<file path="config.mk">
export PLATFORM = sky130hd
export DESIGN_NAME = periodic_event_scheduler_top
export DESIGN_NICKNAME = d
export VERILOG_FILES = /design/src/sv/pes_pkg.sv /design/src/sv/periodic_event_scheduler_top.sv /design/src/sv/pes_alu.sv /design/src/sv/pes_table.sv
export VERILOG_INCLUDE_DIRS = /design/src /design/src/sv
export SDC_FILE = /design/constraint.sdc
export NUM_CORES = 2
export LEC_CHECK = 0
export BUFFER_PORTS_ARGS = -buffer_cell sky130_fd_sc_hd__buf_4
export CAP_MARGIN = 15
export CELL_PAD_IN_SITES_DETAIL_PLACEMENT = 2
export CELL_PAD_IN_SITES_GLOBAL_PLACEMENT = 2
export CORE_MARGIN = 2
export CORE_UTILIZATION = 49
export CTS_BUF_LIST = sky130_fd_sc_hd__clkbuf_2 sky130_fd_sc_hd__clkbuf_4 sky130_fd_sc_hd__clkbuf_8
export DETAILED_ROUTE_END_ITERATION = 16
export MAX_ROUTING_LAYER = met4
export PLACE_DENSITY = 0.85
export RECOVER_POWER = 50
export SYNTH_ARGS = -nofsm -noshare
export SYNTH_HDL_FRONTEND = slang
export SYNTH_HIERARCHICAL = 1
export SYNTH_SLANG_ARGS = --single-unit
</file>
<file path="constraint.sdc">
create_clock -name i_clk -period 13.85 [get_ports i_clk]
set_input_delay 0.6925 -clock i_clk [delete_from_list [all_inputs] [get_ports i_clk]]
set_output_delay 0.6925 -clock i_clk [all_outputs]
set_load 0.02 [all_outputs]
</file>
<file path="src/sv/periodic_event_scheduler_top_macros.svh">
// ----------------------------------------------------------------------------
// Periodic event scheduler assertion macros
// Shorthands for clocked implication checks with synchronous reset.
// ----------------------------------------------------------------------------
`ifndef PERIODIC_EVENT_SCHEDULER_TOP_MACROS_SVH
`define PERIODIC_EVENT_SCHEDULER_TOP_MACROS_SVH

// same-cycle implication
`define PES_ASSERT_SAME(lbl, clk, rstn, ante, cons, msg) \
    lbl: assert property (@(posedge clk) disable iff (!(rstn)) (ante) |-> (cons)) \
        else $error(msg);

// next-cycle implication
`define PES_ASSERT_NEXT(lbl, clk, rstn, ante, cons, msg) \
    lbl: assert property (@(posedge clk) disable iff (!(rstn)) (ante) |=> (cons)) \
        else $error(msg);

`endif

</file>
<file path="src/sv/pes_pkg.sv">
// ----------------------------------------------------------------------------
// Periodic event scheduler package
// Shared types and fixed constants for the scheduler blocks.
// ----------------------------------------------------------------------------
package pes_pkg;

    localparam int RESULT_LIMIT = 16;
    localparam int NW           = $clog2(RESULT_LIMIT + 1);

    typedef enum logic [1:0] {
        OP_REGISTER   = 2'd0,
        OP_UNREGISTER = 2'd1,
        OP_TICK       = 2'd2
    } t_op;

    typedef enum logic [2:0] {
        KIND_OK        = 3'd0,
        KIND_NO_SPACE  = 3'd1,
        KIND_NOT_FOUND = 3'd2,
        KIND_FIRE      = 3'd3,
        KIND_IDLE      = 3'd4
    } t_kind;

    typedef enum logic {
        ALU_ADD = 1'b0,
        ALU_SUB = 1'b1
    } t_alu_op;

    typedef enum logic [3:0] {
        S_IDLE,
        S_REG,
        S_FIND_RD,
        S_FIND_CHK,
        S_SHIFT_RD,
        S_SHIFT_WR,
        S_TICK_RD,
        S_TICK_EV,
        S_TICK_UPD,
        S_TICK_END
    } t_state;

    typedef struct packed {
        logic [15:0] handler;
        logic [31:0] argument;
        logic [30:0] period;
        logic [31:0] next_due;
    } t_entry;

endpackage

</file>
<file path="src/sv/periodic_event_scheduler_top.sv">
// ----------------------------------------------------------------------------
// Periodic event scheduler
// Ordered table of periodic events: register, unregister and tick commands.
// ----------------------------------------------------------------------------
// Register: writes the new entry at the table end, or reports no space when
// full. Unregister: searches the entries in order, then moves each later entry
// down a slot. Tick: scans the entries, reschedules each due entry, and ends
// the scan at the sixteenth fire. Rate is set by the single table read port
// and the one shared adder; busy stays high until done. Results cannot be stalled.
// Synchronous active-low reset empties the table; entry storage is not cleared.
module periodic_event_scheduler_top #(
    parameter int MAX_ENTRIES = 16
) (
    input  logic        i_clk,
    input  logic        i_rst_n,
    input  logic        start,
    output logic        busy,
    input  logic [1:0]  i_op,
    input  logic [15:0] i_handler,
    input  logic [31:0] i_argument,
    input  logic [30:0] i_period,
    input  logic [31:0] i_now,
    output logic        o_strobe,
    output logic [2:0]  o_kind,
    output logic [15:0] o_fired_handler,
    output logic [31:0] o_fired_argument,
    output logic        o_last
);
    import pes_pkg::*;

    localparam int CW = $clog2(MAX_ENTRIES + 1);
    localparam int AW = (MAX_ENTRIES > 1) ? $clog2(MAX_ENTRIES) : 1;

    t_state          r_state, n_state;
    logic [CW-1:0]   r_count, n_count;
    logic [CW-1:0]   r_idx, n_idx;
    logic [NW-1:0]   r_nfire, n_nfire;
    logic [15:0]     r_pend_h, n_pend_h;
    logic [31:0]     r_pend_a, n_pend_a;

    logic [15:0]     r_handler;
    logic [31:0]     r_argument;
    logic [30:0]     r_period;
    logic [31:0]     r_now;

    logic            r_strobe, n_strobe;
    logic [2:0]      r_kind, n_kind;
    logic [15:0]     r_fh, n_fh;
    logic [31:0]     r_fa, n_fa;
    logic            r_last, n_last;

    logic            accept;
    logic [CW-1:0]   idx_inc;

    t_alu_op         alu_op;
    logic [31:0]     alu_a, alu_b, alu_y;

    logic            tbl_we, tbl_re;
    logic [AW-1:0]   tbl_waddr, tbl_raddr;
    t_entry          tbl_wdata, tbl_rdata;

    assign busy    = (r_state != S_IDLE);
    assign accept  = start && !busy;
    assign idx_inc = r_idx + CW'(1);

    pes_alu u_alu (
        .i_op (alu_op),
        .i_a  (alu_a),
        .i_b  (alu_b),
        .o_y  (alu_y)
    );

    pes_table #(
        .DEPTH (MAX_ENTRIES),
        .AW    (AW)
    ) u_table (
        .i_clk   (i_clk),
        .i_we    (tbl_we),
        .i_waddr (tbl_waddr),
        .i_wdata (tbl_wdata),
        .i_re    (tbl_re),
        .i_raddr (tbl_raddr),
        .o_rdata (tbl_rdata)
    );

    always_ff @(posedge i_clk) begin
        if (!i_rst_n) begin
            r_state  <= S_IDLE;
            r_count  <= '0;
            r_strobe <= 1'b0;
        end else begin
            r_state  <= n_state;
            r_count  <= n_count;
            r_strobe <= n_strobe;
        end
    end

    always_ff @(posedge i_clk) begin
        r_idx    <= n_idx;
        r_nfire  <= n_nfire;
        r_pend_h <= n_pend_h;
        r_pend_a <= n_pend_a;
        r_kind   <= n_kind;
        r_fh     <= n_fh;
        r_fa     <= n_fa;
        r_last   <= n_last;
        if (accept) begin
            r_handler  <= i_handler;
            r_argument <= i_argument;
            r_period   <= i_period;
            r_now      <= i_now;
        end
    end

    always_comb begin
        n_state   = r_state;
        n_count   = r_count;
        n_idx     = r_idx;
        n_nfire   = r_nfire;
        n_pend_h  = r_pend_h;
        n_pend_a  = r_pend_a;
        n_strobe  = 1'b0;
        n_kind    = KIND_OK;
        n_fh      = '0;
        n_fa      = '0;
        n_last    = 1'b1;
        alu_op    = ALU_ADD;
        alu_a     = r_now;
        alu_b     = {1'b0, r_period};
        tbl_we    = 1'b0;
        tbl_waddr = r_count[AW-1:0];
        tbl_wdata = '{handler: r_handler, argument: r_argument,
                      period: r_period, next_due: alu_y};
        tbl_re    = 1'b0;
        tbl_raddr = r_idx[AW-1:0];

        unique case (r_state)
            S_IDLE: begin
                n_idx   = '0;
                n_nfire = '0;
                if (accept) begin
                    case (i_op)
                        OP_REGISTER:   n_state = S_REG;
                        OP_UNREGISTER: n_state = S_FIND_RD;
                        OP_TICK:       n_state = S_TICK_RD;
                        default:       n_state = S_IDLE;
                    endcase
                end
            end
            S_REG: begin
                n_strobe = 1'b1;
                n_state  = S_IDLE;
                if (r_count >= CW'(MAX_ENTRIES)) begin
                    n_kind = KIND_NO_SPACE;
                end else begin
                    tbl_we  = 1'b1;
                    n_count = r_count + CW'(1);
                end
            end
            S_FIND_RD: begin
                if (r_idx >= r_count) begin
                    n_strobe = 1'b1;
                    n_kind   = KIND_NOT_FOUND;
                    n_state  = S_IDLE;
                end else begin
                    tbl_re  = 1'b1;
                    n_state = S_FIND_CHK;
                end
            end
            S_FIND_CHK: begin
                if (tbl_rdata.handler == r_handler && tbl_rdata.argument == r_argument) begin
                    n_state = S_SHIFT_RD;
                end else begin
                    n_idx   = idx_inc;
                    n_state = S_FIND_RD;
                end
            end
            S_SHIFT_RD: begin
                if (idx_inc >= r_count) begin
                    n_count  = r_count - CW'(1);
                    n_strobe = 1'b1;
                    n_state  = S_IDLE;
                end else begin
                    tbl_re    = 1'b1;
                    tbl_raddr = idx_inc[AW-1:0];
                    n_state   = S_SHIFT_WR;
                end
            end
            S_SHIFT_WR: begin
                tbl_we    = 1'b1;
                tbl_waddr = r_idx[AW-1:0];
                tbl_wdata = tbl_rdata;
                n_idx     = idx_inc;
                n_state   = S_SHIFT_RD;
            end
            S_TICK_RD: begin
                if (r_idx >= r_count) begin
                    n_state = S_TICK_END;
                end else begin
                    tbl_re  = 1'b1;
                    n_state = S_TICK_EV;
                end
            end
            S_TICK_EV: begin
                alu_op = ALU_SUB;
                alu_a  = tbl_rdata.next_due;
                alu_b  = r_now;
                if (alu_y == 32'd0 || alu_y[31]) begin
                    n_state = S_TICK_UPD;
                end else begin
                    n_idx   = idx_inc;
                    n_state = S_TICK_RD;
                end
            end
            S_TICK_UPD: begin
                alu_op    = ALU_ADD;
                alu_a     = tbl_rdata.next_due;
                alu_b     = {1'b0, tbl_rdata.period};
                tbl_we    = 1'b1;
                tbl_waddr = r_idx[AW-1:0];
                tbl_wdata = '{handler: tbl_rdata.handler, argument: tbl_rdata.argument,
                              period: tbl_rdata.period, next_due: alu_y};
                // previous fire leaves now that another one follows
                if (r_nfire != '0) begin
                    n_strobe = 1'b1;
                    n_kind   = KIND_FIRE;
                    n_fh     = r_pend_h;
                    n_fa     = r_pend_a;
                    n_last   = 1'b0;
                end
                n_pend_h = tbl_rdata.handler;
                n_pend_a = tbl_rdata.argument;
                n_nfire  = r_nfire + NW'(1);
                n_idx    = idx_inc;
                if (r_nfire + NW'(1) == NW'(RESULT_LIMIT)) begin
                    n_state = S_TICK_END;
                end else begin
                    n_state = S_TICK_RD;
                end
            end
            S_TICK_END: begin
                n_strobe = 1'b1;
                n_state  = S_IDLE;
                if (r_nfire != '0) begin
                    n_kind = KIND_FIRE;
                    n_fh   = r_pend_h;
                    n_fa   = r_pend_a;
                end else begin
                    n_kind = KIND_IDLE;
                end
            end
            default: begin
                n_state = S_IDLE;
            end
        endcase
    end

    assign o_strobe         = r_strobe;
    assign o_kind           = r_kind;
    assign o_fired_handler  = r_fh;
    assign o_fired_argument = r_fa;
    assign o_last           = r_last;

`include "periodic_event_scheduler_top_macros.svh"

    `PES_ASSERT_SAME(a_count_max, i_clk, i_rst_n, 1'b1, r_count <= CW'(MAX_ENTRIES), "entry count above table depth")
    `PES_ASSERT_SAME(a_no_space_full, i_clk, i_rst_n, o_strobe && o_kind == KIND_NO_SPACE, r_count == CW'(MAX_ENTRIES), "no_space with room left")
    `PES_ASSERT_SAME(a_fire_fields, i_clk, i_rst_n, o_strobe && o_kind != KIND_FIRE, o_fired_handler == 16'd0 && o_fired_argument == 32'd0, "fired fields set on non-fire beat")
    `PES_ASSERT_NEXT(a_accept_quiet, i_clk, i_rst_n, accept, !o_strobe, "result beat right after start")

endmodule

</file>
<file path="src/sv/pes_alu.sv">
// ----------------------------------------------------------------------------
// Scheduler shared adder
// One 32-bit wrapping add/subtract unit shared by every time calculation.
// ----------------------------------------------------------------------------
module pes_alu (
    input  pes_pkg::t_alu_op i_op,
    input  logic [31:0]      i_a,
    input  logic [31:0]      i_b,
    output logic [31:0]      o_y
);
    import pes_pkg::*;

    always_comb begin
        unique case (i_op)
            ALU_ADD: o_y = i_a + i_b;
            ALU_SUB: o_y = i_a - i_b;
            default: o_y = i_a + i_b;
        endcase
    end

endmodule

</file>
<file path="src/sv/pes_table.sv">
// ----------------------------------------------------------------------------
// Scheduler entry table
// Single write port, single registered read port entry memory.
// ----------------------------------------------------------------------------
module pes_table #(
    parameter int DEPTH = 16,
    parameter int AW    = 4
) (
    input  logic              i_clk,
    input  logic              i_we,
    input  logic [AW-1:0]     i_waddr,
    input  pes_pkg::t_entry   i_wdata,
    input  logic              i_re,
    input  logic [AW-1:0]     i_raddr,
    output pes_pkg::t_entry   o_rdata
);
    import pes_pkg::*;

    t_entry r_mem [DEPTH];
    t_entry r_rdata;

    always_ff @(posedge i_clk) begin
        if (i_we) begin
            r_mem[i_waddr] <= i_wdata;
        end
    end

    always_ff @(posedge i_clk) begin
        if (i_re) begin
            r_rdata <= r_mem[i_raddr];
        end
    end

    assign o_rdata = r_rdata;

endmodule
</file>
# Word-level counts from Yosys, hierarchy flattened
# Memories as Yosys holds them, arrays and structs flattened. A register that Yosys moved wholly into a read port is not among the register bits.
# Cells that the tools add are included.
[totals]
n_memories = 1
register_bits = 231
output_inout_bits = 54
romBits = 0
word_cells = 106
inputBits = 116
ram_bits = 1776
latchBits = 0
[mem_list]
columns = ["name", "words", "width", "rd", "rd_ports_with_merged_regs", "wr", "line_no", "source"]
rows = [
  ["u_table.r_mem", 16, 111, 1, 1, 1, "pes_table.sv:19", "t_entry r_mem [DEPTH];"],
]
[op_classes]
mux = 41
n_reduce_logical = 20
n_mul = 0
n_eq_ne = 19
div_mod_pow = 0
addsub = 6
magnitude_cmp = 3
n_bitwise = 1
n_shift = 0
[op_table]
columns = ["cell", "count"]
rows = [
  ["$pmux 111 s2", 1],
  ["$pmux 32 s2", 2],
  ["$add 32x32->32", 1],
  ["$eq 32x32->1", 1],
  ["$logic_not 32->1", 1],
  ["$mux 32", 1],
  ["$pmux 4 s8", 1],
  ["$sub 32x32->32", 1],
  ["$mux 4", 7],
  ["$mux 5", 4],
  ["$pmux 5 s2", 2],
  ["$pmux 5 s4", 1],
  ["$eq 16x16->1", 1],
  ["$eq 4x3->1 const B", 4],
  ["$add 5x1->5 const B", 3],
  ["$pmux 3 s4", 1],
  ["$mux 1", 11],
  ["$ge 5x5->1", 2],
  ["$ne 2x2->1 const B", 5],
  ["$reduce_or 2->1", 5],
  ["$mux 3", 3],
  ["$pmux 3 s3", 1],
  ["$eq 4x2->1 const B", 2],
  ["$eq 4x4->1 const B", 2],
  ["20 further kinds", 27],
]

# Depth between registers and ports, before layout
[logic_depth]
word_depth = 9
depth_mapped = 29
mapped_depth_nobuf = 25

# Cells and area by module
# Netlist, hierarchy kept.
[modules_own_cells]
columns = ["mod", "instances", "area_per_inst_um2", "cells_per_inst", "seq_area_each_um2"]
rows = [
  ["pes_table", 1, 69623.0, 2838, 56664.3],
  ["periodic_event_scheduler_top", 1, 10958.0, 838, 6316.1],
  ["pes_alu", 1, 2570.0, 371, 0.0],
]

# Least setup slack after synthesis
# OpenSTA, ideal clock, no wires.
[synth_timing]
path_kind = "reg2reg"
start = "register r_state[0]"
end = "memory u_table/r_mem[0][0] (netlist name) (enable)"
setup_time_ns = 0.717
required_time_ns = 13.133
stages_incl_launch_ff = 12
n_path_buf = 4
slack_ns = 3.451
t_arrival_ns = 9.682
path_cell_list = "dfxtp_1 -> buf_2 -> nor3_4 -> nand2_4 -> inv_4 -> or2_1 -> buf_4 -> buf_6 -> buf_6 -> o21ai_0 -> or3b_2 -> nor3_1"
[synth_lines]
columns = ["element", "line_no", "source"]
rows = [
  ["start, declared", "periodic_event_scheduler_top.sv:34", "t_state r_state, n_state;"],
  ["start signal, assigned", "periodic_event_scheduler_top.sv:92", "r_state <= n_state;"],
  ["$eq 4x4->1 / $eq 4x3->1 (equally long branches)", "periodic_event_scheduler_top.sv:137", "unique case (r_state)"],
  ["$reduce_or 2->1 (no source line) (*)", "n/a", ""],
  ["$mux 4 (*)", "periodic_event_scheduler_top.sv:137", ""],
  ["via tbl_waddr[2]", "periodic_event_scheduler_top.sv:59", "logic [AW-1:0] tbl_waddr, tbl_raddr;"],
  ["end, declared", "pes_table.sv:19", ""],
]
# The timed path passes the listed nets; every way through them passes the cells marked *.

# Worst setup path in the final report
[layout_timing]
start = "register r_state[1]"
end = "register r_idx[0] (enable)"
[layout_lines]
columns = ["element", "line_no", "source"]
rows = [
  ["$eq 4x4->1 / $eq 4x3->1 (equally long branches)", "periodic_event_scheduler_top.sv:137", ""],
  ["$pmux 32 s2 (*)", "periodic_event_scheduler_top.sv:137", ""],
  ["via alu_b[16]", "periodic_event_scheduler_top.sv:56", "logic [31:0] alu_a, alu_b, alu_y;"],
  ["$sub 32x32->32 / $add 32x32->32 (equally long branches)", "n/a", ""],
  ["$pmux 32 s2 (*)", "pes_alu.sv:14", "unique case (i_op)"],
  ["via alu_y[28]", "periodic_event_scheduler_top.sv:56", ""],
  ["$logic_not 32->1 (*)", "periodic_event_scheduler_top.sv:208", "if (alu_y == 32'd0 || alu_y[31]) begin"],
  ["$logic_or 1x1->1 (*)", "periodic_event_scheduler_top.sv:208", ""],
  ["$ne 2x2->1 (no source line) (*)", "n/a", ""],
  ["$reduce_and 3->1 (no source line) (*)", "n/a", ""],
  ["end signal, assigned", "periodic_event_scheduler_top.sv:99", "r_idx <= n_idx;"],
  ["end, declared", "periodic_event_scheduler_top.sv:36", "logic [CW-1:0] r_idx, n_idx;"],
]
# Marks and branches as above.
# A chain may end at the register's enable or synchronous reset.

==> results by stage <==
Worst setup path:
- The largest fanout of any net on the critical path is between 50 and 60.
- The length in cells of the worst reg-to-reg path is 25.
- The arrival time of data at the critical path endpoint is 14,130 ps.
- STA classifies the critical path startpoint as a register.
- The category of the most critical setup path is register to register.
- At the worst endpoint, the required time is 14,610 ps.
- The worst setup path is captured at a register.

Finish:
- Leaving out filler cells and counting taps, the final layout contains 7,237.
- The count of filler cells inserted in the layout is approximately 14,000.
- The post-route cell area is 0.09473 mm².
- For this run, the post-layout net count is 4,752.
- The synthesis-to-finish area growth is 13.92%.
- Of the cells placed in the final design, the portion with a size suffix greater than 1 is 25.05%.

Placed design:
- The placer congestion estimate is 0.8773.
- The placed standard-cell area is 0.08703 mm².
- The cell total after placement is 6,318.
- The count of input and output buffers is 169.
- The estimated wirelength of the detail-placed design is 178,400 µm.

STA:
- The final max-slew violation count came to 693.
- The maximum frequency from static timing analysis is 74.76 MHz.
- The clock period minus final worst setup slack is between 10,000 and 15,000 ps.
- Setup violations remaining at the end of the flow were counted as 0.
- At the pin with the least slew margin, the transition time is 5600 ps.
- The final hold violation count is 0.
- Measured against its own limit, the worst slew margin works out to -273.3%.
- Setup repair after global routing left no endpoint under its margin.
- The final critical path takes up 96.58% of the cycle.
- The setup clock skew after layout is around 130 ps.
- The minimum hold slack is 230.5 ps.
- The setup TNS is 0 ps.

Global route:
- met2 is the most crowded layer.
- The routing usage on met2 is around two thirds.
- The number of global-route vias before repair was between 50,000 and 60,000.
- For this run the aggregate overflow at the end of global routing stands at 0.
- The global routing met1 resource utilization is 54.71%.
- The global-route wire length before repair is 506,800 µm.
- The overall fraction of global-route tracks in use is between 40% and 50%.
- The number of antenna violations at the first check in global routing is 49.
- Entering global routing, the biggest net connects 148 pins.
- The met3 global-route usage is 11.84%.

Floorplan:
- Row generation in the floorplan step produced around 150 rows.
- The I/O pin total is 170.
- The die outline height is 415.9 µm.
- The die is around 420 µm wide.
- The total die area is 0.1730 mm².
- The starting density of the core is between 40% and 50%.
- The core region is 0.1689 mm².

Power and ir drop:
- For this design the total switching power over the nets is 6.376 mW.
- The relative contribution of combinational cells to total power is 20.3%.
- Overall power consumption after layout is estimated at 17.97 mW.
- Dividing total power by cell area gives a power density of 189.7 mW/mm².
- Summed over all cells, the static leakage comes to roughly 30 nW.
- Cell internal power was estimated by the tool at 11.59 mW.
- The share of total power in the clock network is 36.3%.
- The part of the power in registers is 43.4%.
- IR analysis of the VDD net gives a maximum drop of between 0.00015 and 0.0002 V.
- In this run switching power makes up 35.49% of total power.

Flow run:
- Max-cap violations in this run came to 22.

Drt:
- The post-route DRC violation count is 0.
- The initial detailed-routing violation count is 12,620.
- The total number of vias is 57,920.
- The overall routed net length is between 400,000 and 500,000 µm.
- The post-detailed-route count of antenna-violating nets is 0.
- Using the TritonRoute via totals, the vias-per-cell ratio works out to 8.003.
- The first TritonRoute pass finished after 11 iterations.
- The per-cell routed wire length is 59.31 µm.

Clock network:
- The number of cells upsized or downsized after cts is 0.
- The clock tree synthesis step divided the H-tree into 5 levels.
- The CTS buffer count is 363.
- TritonCTS built the clock tree.
- The tree is rooted in a sky130_fd_sc_hd__clkbuf_8.
- The clock-pin slew of the registers on the worst-case setup and hold paths is ~100 ps.
- The maximum count of clock buffers along a single path is 4.
- The latest clock arrival within the worst-skew pair is about 1300 ps.
- The number of sinks on the clock net is 2,118.
- Post-CTS timing repair inserted 0 buffers for setup.

Logic synthesis:
- The sequential share of the synthesized area is 75.74%.
- In this run the mean area of a mapped cell was 20.55 µm².
- The synthesized flop and latch total is approximately 2,100.
- The synthesized net count is between 4,000 and 5,000.
- The gate count of the mapped netlist is just over 4,000.
- Of all flip-flops after synthesis, the portion carrying an async set or reset was 0%.
- The most used flip-flop cell after synthesis is sky130_fd_sc_hd__edfxtp_1.
- The synthesized design contains ~2,100 enable-type register cells.
- The Yosys step of the flow raised 6 warnings.
- The post-synthesis instance area is 0.08315 mm².
- The distinct cell type count of the synthesized netlist is 88.

Worst hold path:
- The class of the worst hold path is input pin to register.
- Counting instances, the worst hold path has a depth of 2.

Outcome:
- The flow ran to the end, but the final reports show violations.
- The checks that failed: max-capacitance violations, max-slew violations.
[flip-flops by register name, indices dropped and copies added (netlist names), 3 cells and up]
| name | count |
|---|---|
| o_fired_argument | 32 |
| o_fired_handler | 16 |
| o_kind | 3 |
| r_argument | 32 |
| r_count | 5 |
| r_handler | 16 |
| r_idx | 5 |
| r_nfire | 5 |
| r_now | 32 |
| r_pend_a | 32 |
| r_pend_h | 16 |
| r_period | 31 |
| r_state | 4 |
| u_table/o_rdata | 111 |
| u_table/r_mem | 1776 |
[worst max-delay path: stages (launching register included)]
cell and delay, ps:
sky130_fd_sc_hd__dfxtp_1 630, sky130_fd_sc_hd__nor3_1 1120, sky130_fd_sc_hd__nand2_1 610, sky130_fd_sc_hd__inv_4 700, sky130_fd_sc_hd__nor2_1 530, sky130_fd_sc_hd__buf_4 520, sky130_fd_sc_hd__nand2_1 370, sky130_fd_sc_hd__nand2_1 250
sky130_fd_sc_hd__nor4_2 760, sky130_fd_sc_hd__nand4_2 370, sky130_fd_sc_hd__o21bai_1 480, sky130_fd_sc_hd__o21ai_0 460, sky130_fd_sc_hd__nor2_1 570, sky130_fd_sc_hd__xor2_1 610, sky130_fd_sc_hd__ha_1 460, sky130_fd_sc_hd__nand2_1 180
sky130_fd_sc_hd__or3_1 540, sky130_fd_sc_hd__or2_0 320, sky130_fd_sc_hd__o32ai_1 680, sky130_fd_sc_hd__a211oi_1 190, sky130_fd_sc_hd__o21a_1 330, sky130_fd_sc_hd__nor4_1 670, sky130_fd_sc_hd__and4_1 470, sky130_fd_sc_hd__a21oi_1 150
sky130_fd_sc_hd__nor4_1 380, sky130_fd_sc_hd__o22ai_1 400
[timing repair]
item / 4_1_cts / 5_1_grt
hold buffers: 112 / 0
setup endpoints to repair: 0 / 0
hold endpoints to repair: 117 / 0
[metal layers]
| layer | part of all wire, % | vias to the layer above |
|---|---|---|
| li1 | - | 18130 |
| met1 | 32 | 29550 |
| met2 | 43 | 7492 |
| met3 | 15 | 2746 |
| met4 | 10 | 0 |
| met5 | 0 | - |
[worst paths after layout]
kind / from / endpoint / slack, ps
hold reg to reg: r_pend_a[18] / o_fired_argument[18] / 490
setup / recovery: r_state[1] / r_idx[0] / 470
hold / removal: i_argument[5] / r_argument[5] / 230
setup reg to reg: r_state[1] / r_idx[0] / 470
[cells in the final DEF (no fill, tap or decap), drive strengths merged, types with 24 or more instances in the layout]
cell,instances
edfxtp,2056
clkbuf,683
mux4,444
a22oi,256
nand2,214
diode,185
mux2,144
dlygate4sd3,112
clkinv,105
nor2,77
buf,77
xor2,69
a21oi,63
dfxtp,62
and3,54
ha,50
xnor2,46
o21ai,41
nor4,41
inv,28
nor3,24
[kinds of logic (layout without fill, tap and decap cells)]
kind of cell | after synthesis | in the layout | share of synthesized area [%]
AO/OA/AOI/OAI | 440 | 440 | 3.744
XOR/XNOR | 115 | 115 | 1.211
adder cells (fa/ha/maj) | 52 | 52 | 0.8005
buffers and inverters | 226 | 1013 | 1.374
flip-flops | 2118 | 2118 | 75.74
multiplexers | 590 | 590 | 14.10
other | 0 | 185 | 0
AND/OR/NAND/NOR | 506 | 506 | 3.029
[cells in the mapped netlist, types with 3 or more instances]
cell | count | area, µm²
sky130_fd_sc_hd__and4_1 | 5 | 43.79
sky130_fd_sc_hd__nand2_1 | 213 | 799.5
sky130_fd_sc_hd__a22oi_1 | 256 | 1922
sky130_fd_sc_hd__a21oi_1 | 63 | 315.3
sky130_fd_sc_hd__buf_1 | 12 | 45.04
sky130_fd_sc_hd__o21a_1 | 6 | 45.04
sky130_fd_sc_hd__o21ai_0 | 40 | 200.2
sky130_fd_sc_hd__ha_1 | 50 | 625.6
sky130_fd_sc_hd__mux4_2 | 444 | 10000
sky130_fd_sc_hd__clkbuf_1 | 102 | 382.9
sky130_fd_sc_hd__nand2b_1 | 8 | 50.05
sky130_fd_sc_hd__o21bai_1 | 4 | 30.03
sky130_fd_sc_hd__a21boi_0 | 4 | 30.03
sky130_fd_sc_hd__a211oi_1 | 5 | 37.54
sky130_fd_sc_hd__o211ai_1 | 7 | 52.55
sky130_fd_sc_hd__nand3_1 | 20 | 100.1
sky130_fd_sc_hd__or2_2 | 6 | 37.54
sky130_fd_sc_hd__dfxtp_1 | 62 | 1241
sky130_fd_sc_hd__nor4_1 | 37 | 231.5
sky130_fd_sc_hd__a2111oi_0 | 3 | 26.28
sky130_fd_sc_hd__edfxtp_1 | 2056 | 61740
sky130_fd_sc_hd__and3_1 | 53 | 331.6
sky130_fd_sc_hd__nor2_1 | 76 | 285.3
sky130_fd_sc_hd__buf_2 | 50 | 250.2
sky130_fd_sc_hd__nor2b_1 | 13 | 81.33
sky130_fd_sc_hd__a31oi_1 | 13 | 81.33
sky130_fd_sc_hd__o31ai_1 | 4 | 30.03
sky130_fd_sc_hd__mux2_4 | 22 | 330.3
sky130_fd_sc_hd__xor2_1 | 69 | 604.3
sky130_fd_sc_hd__nand4_1 | 12 | 75.07
sky130_fd_sc_hd__o22ai_1 | 3 | 18.77
sky130_fd_sc_hd__buf_6 | 22 | 247.7
sky130_fd_sc_hd__or3_1 | 4 | 25.02
sky130_fd_sc_hd__and2_1 | 6 | 37.54
sky130_fd_sc_hd__inv_1 | 25 | 93.84
sky130_fd_sc_hd__a21o_1 | 8 | 60.06
sky130_fd_sc_hd__nor3_1 | 21 | 105.1
sky130_fd_sc_hd__nand3b_1 | 4 | 30.03
sky130_fd_sc_hd__mux2_2 | 122 | 1374
sky130_fd_sc_hd__a311oi_1 | 3 | 26.28
sky130_fd_sc_hd__xnor2_1 | 46 | 402.9
sky130_fd_sc_hd__buf_4 | 11 | 82.58
[area by class of cell]
| type | count | area (µm²) | area share [%] |
|---|---|---|---|
| multi-input combinational | 1703 | 19050 | 20.11 |
| sequential | 2118 | 62980 | 66.49 |
| inverter | 27 | 103.9 | 0.1096 |
| clock buffer | 501 | 6163 | 6.506 |
| antenna | 185 | 462.9 | 0.4887 |
| timing repair buffer | 371 | 2629 | 2.775 |
| clock inverter | 114 | 564.3 | 0.5957 |
| tap | 2218 | 2775 | 2.930 |
[power by group through the flow]
stage / logic, mW / clock network, mW / registers [mW]
detailed placement: 2.97 / 0 / 7.85
finish: 3.65 / 6.52 / 7.80
global placement: 2.63 / 0 / 7.81
floorplan: 1.96 / 0 / 7.75
global route: 3.62 / 6.61 / 7.78
CTS: 3.19 / 5.86 / 7.72
[through the flow]
step,utilization (%),setup slack (ps)
global route,56.05,1114
finish,56.08,473.8
floorplan,-,3451
global placement,51.53,6303
CTS,56.17,4090
detailed placement,51.53,4823
(Power assumes the default switching activity.)
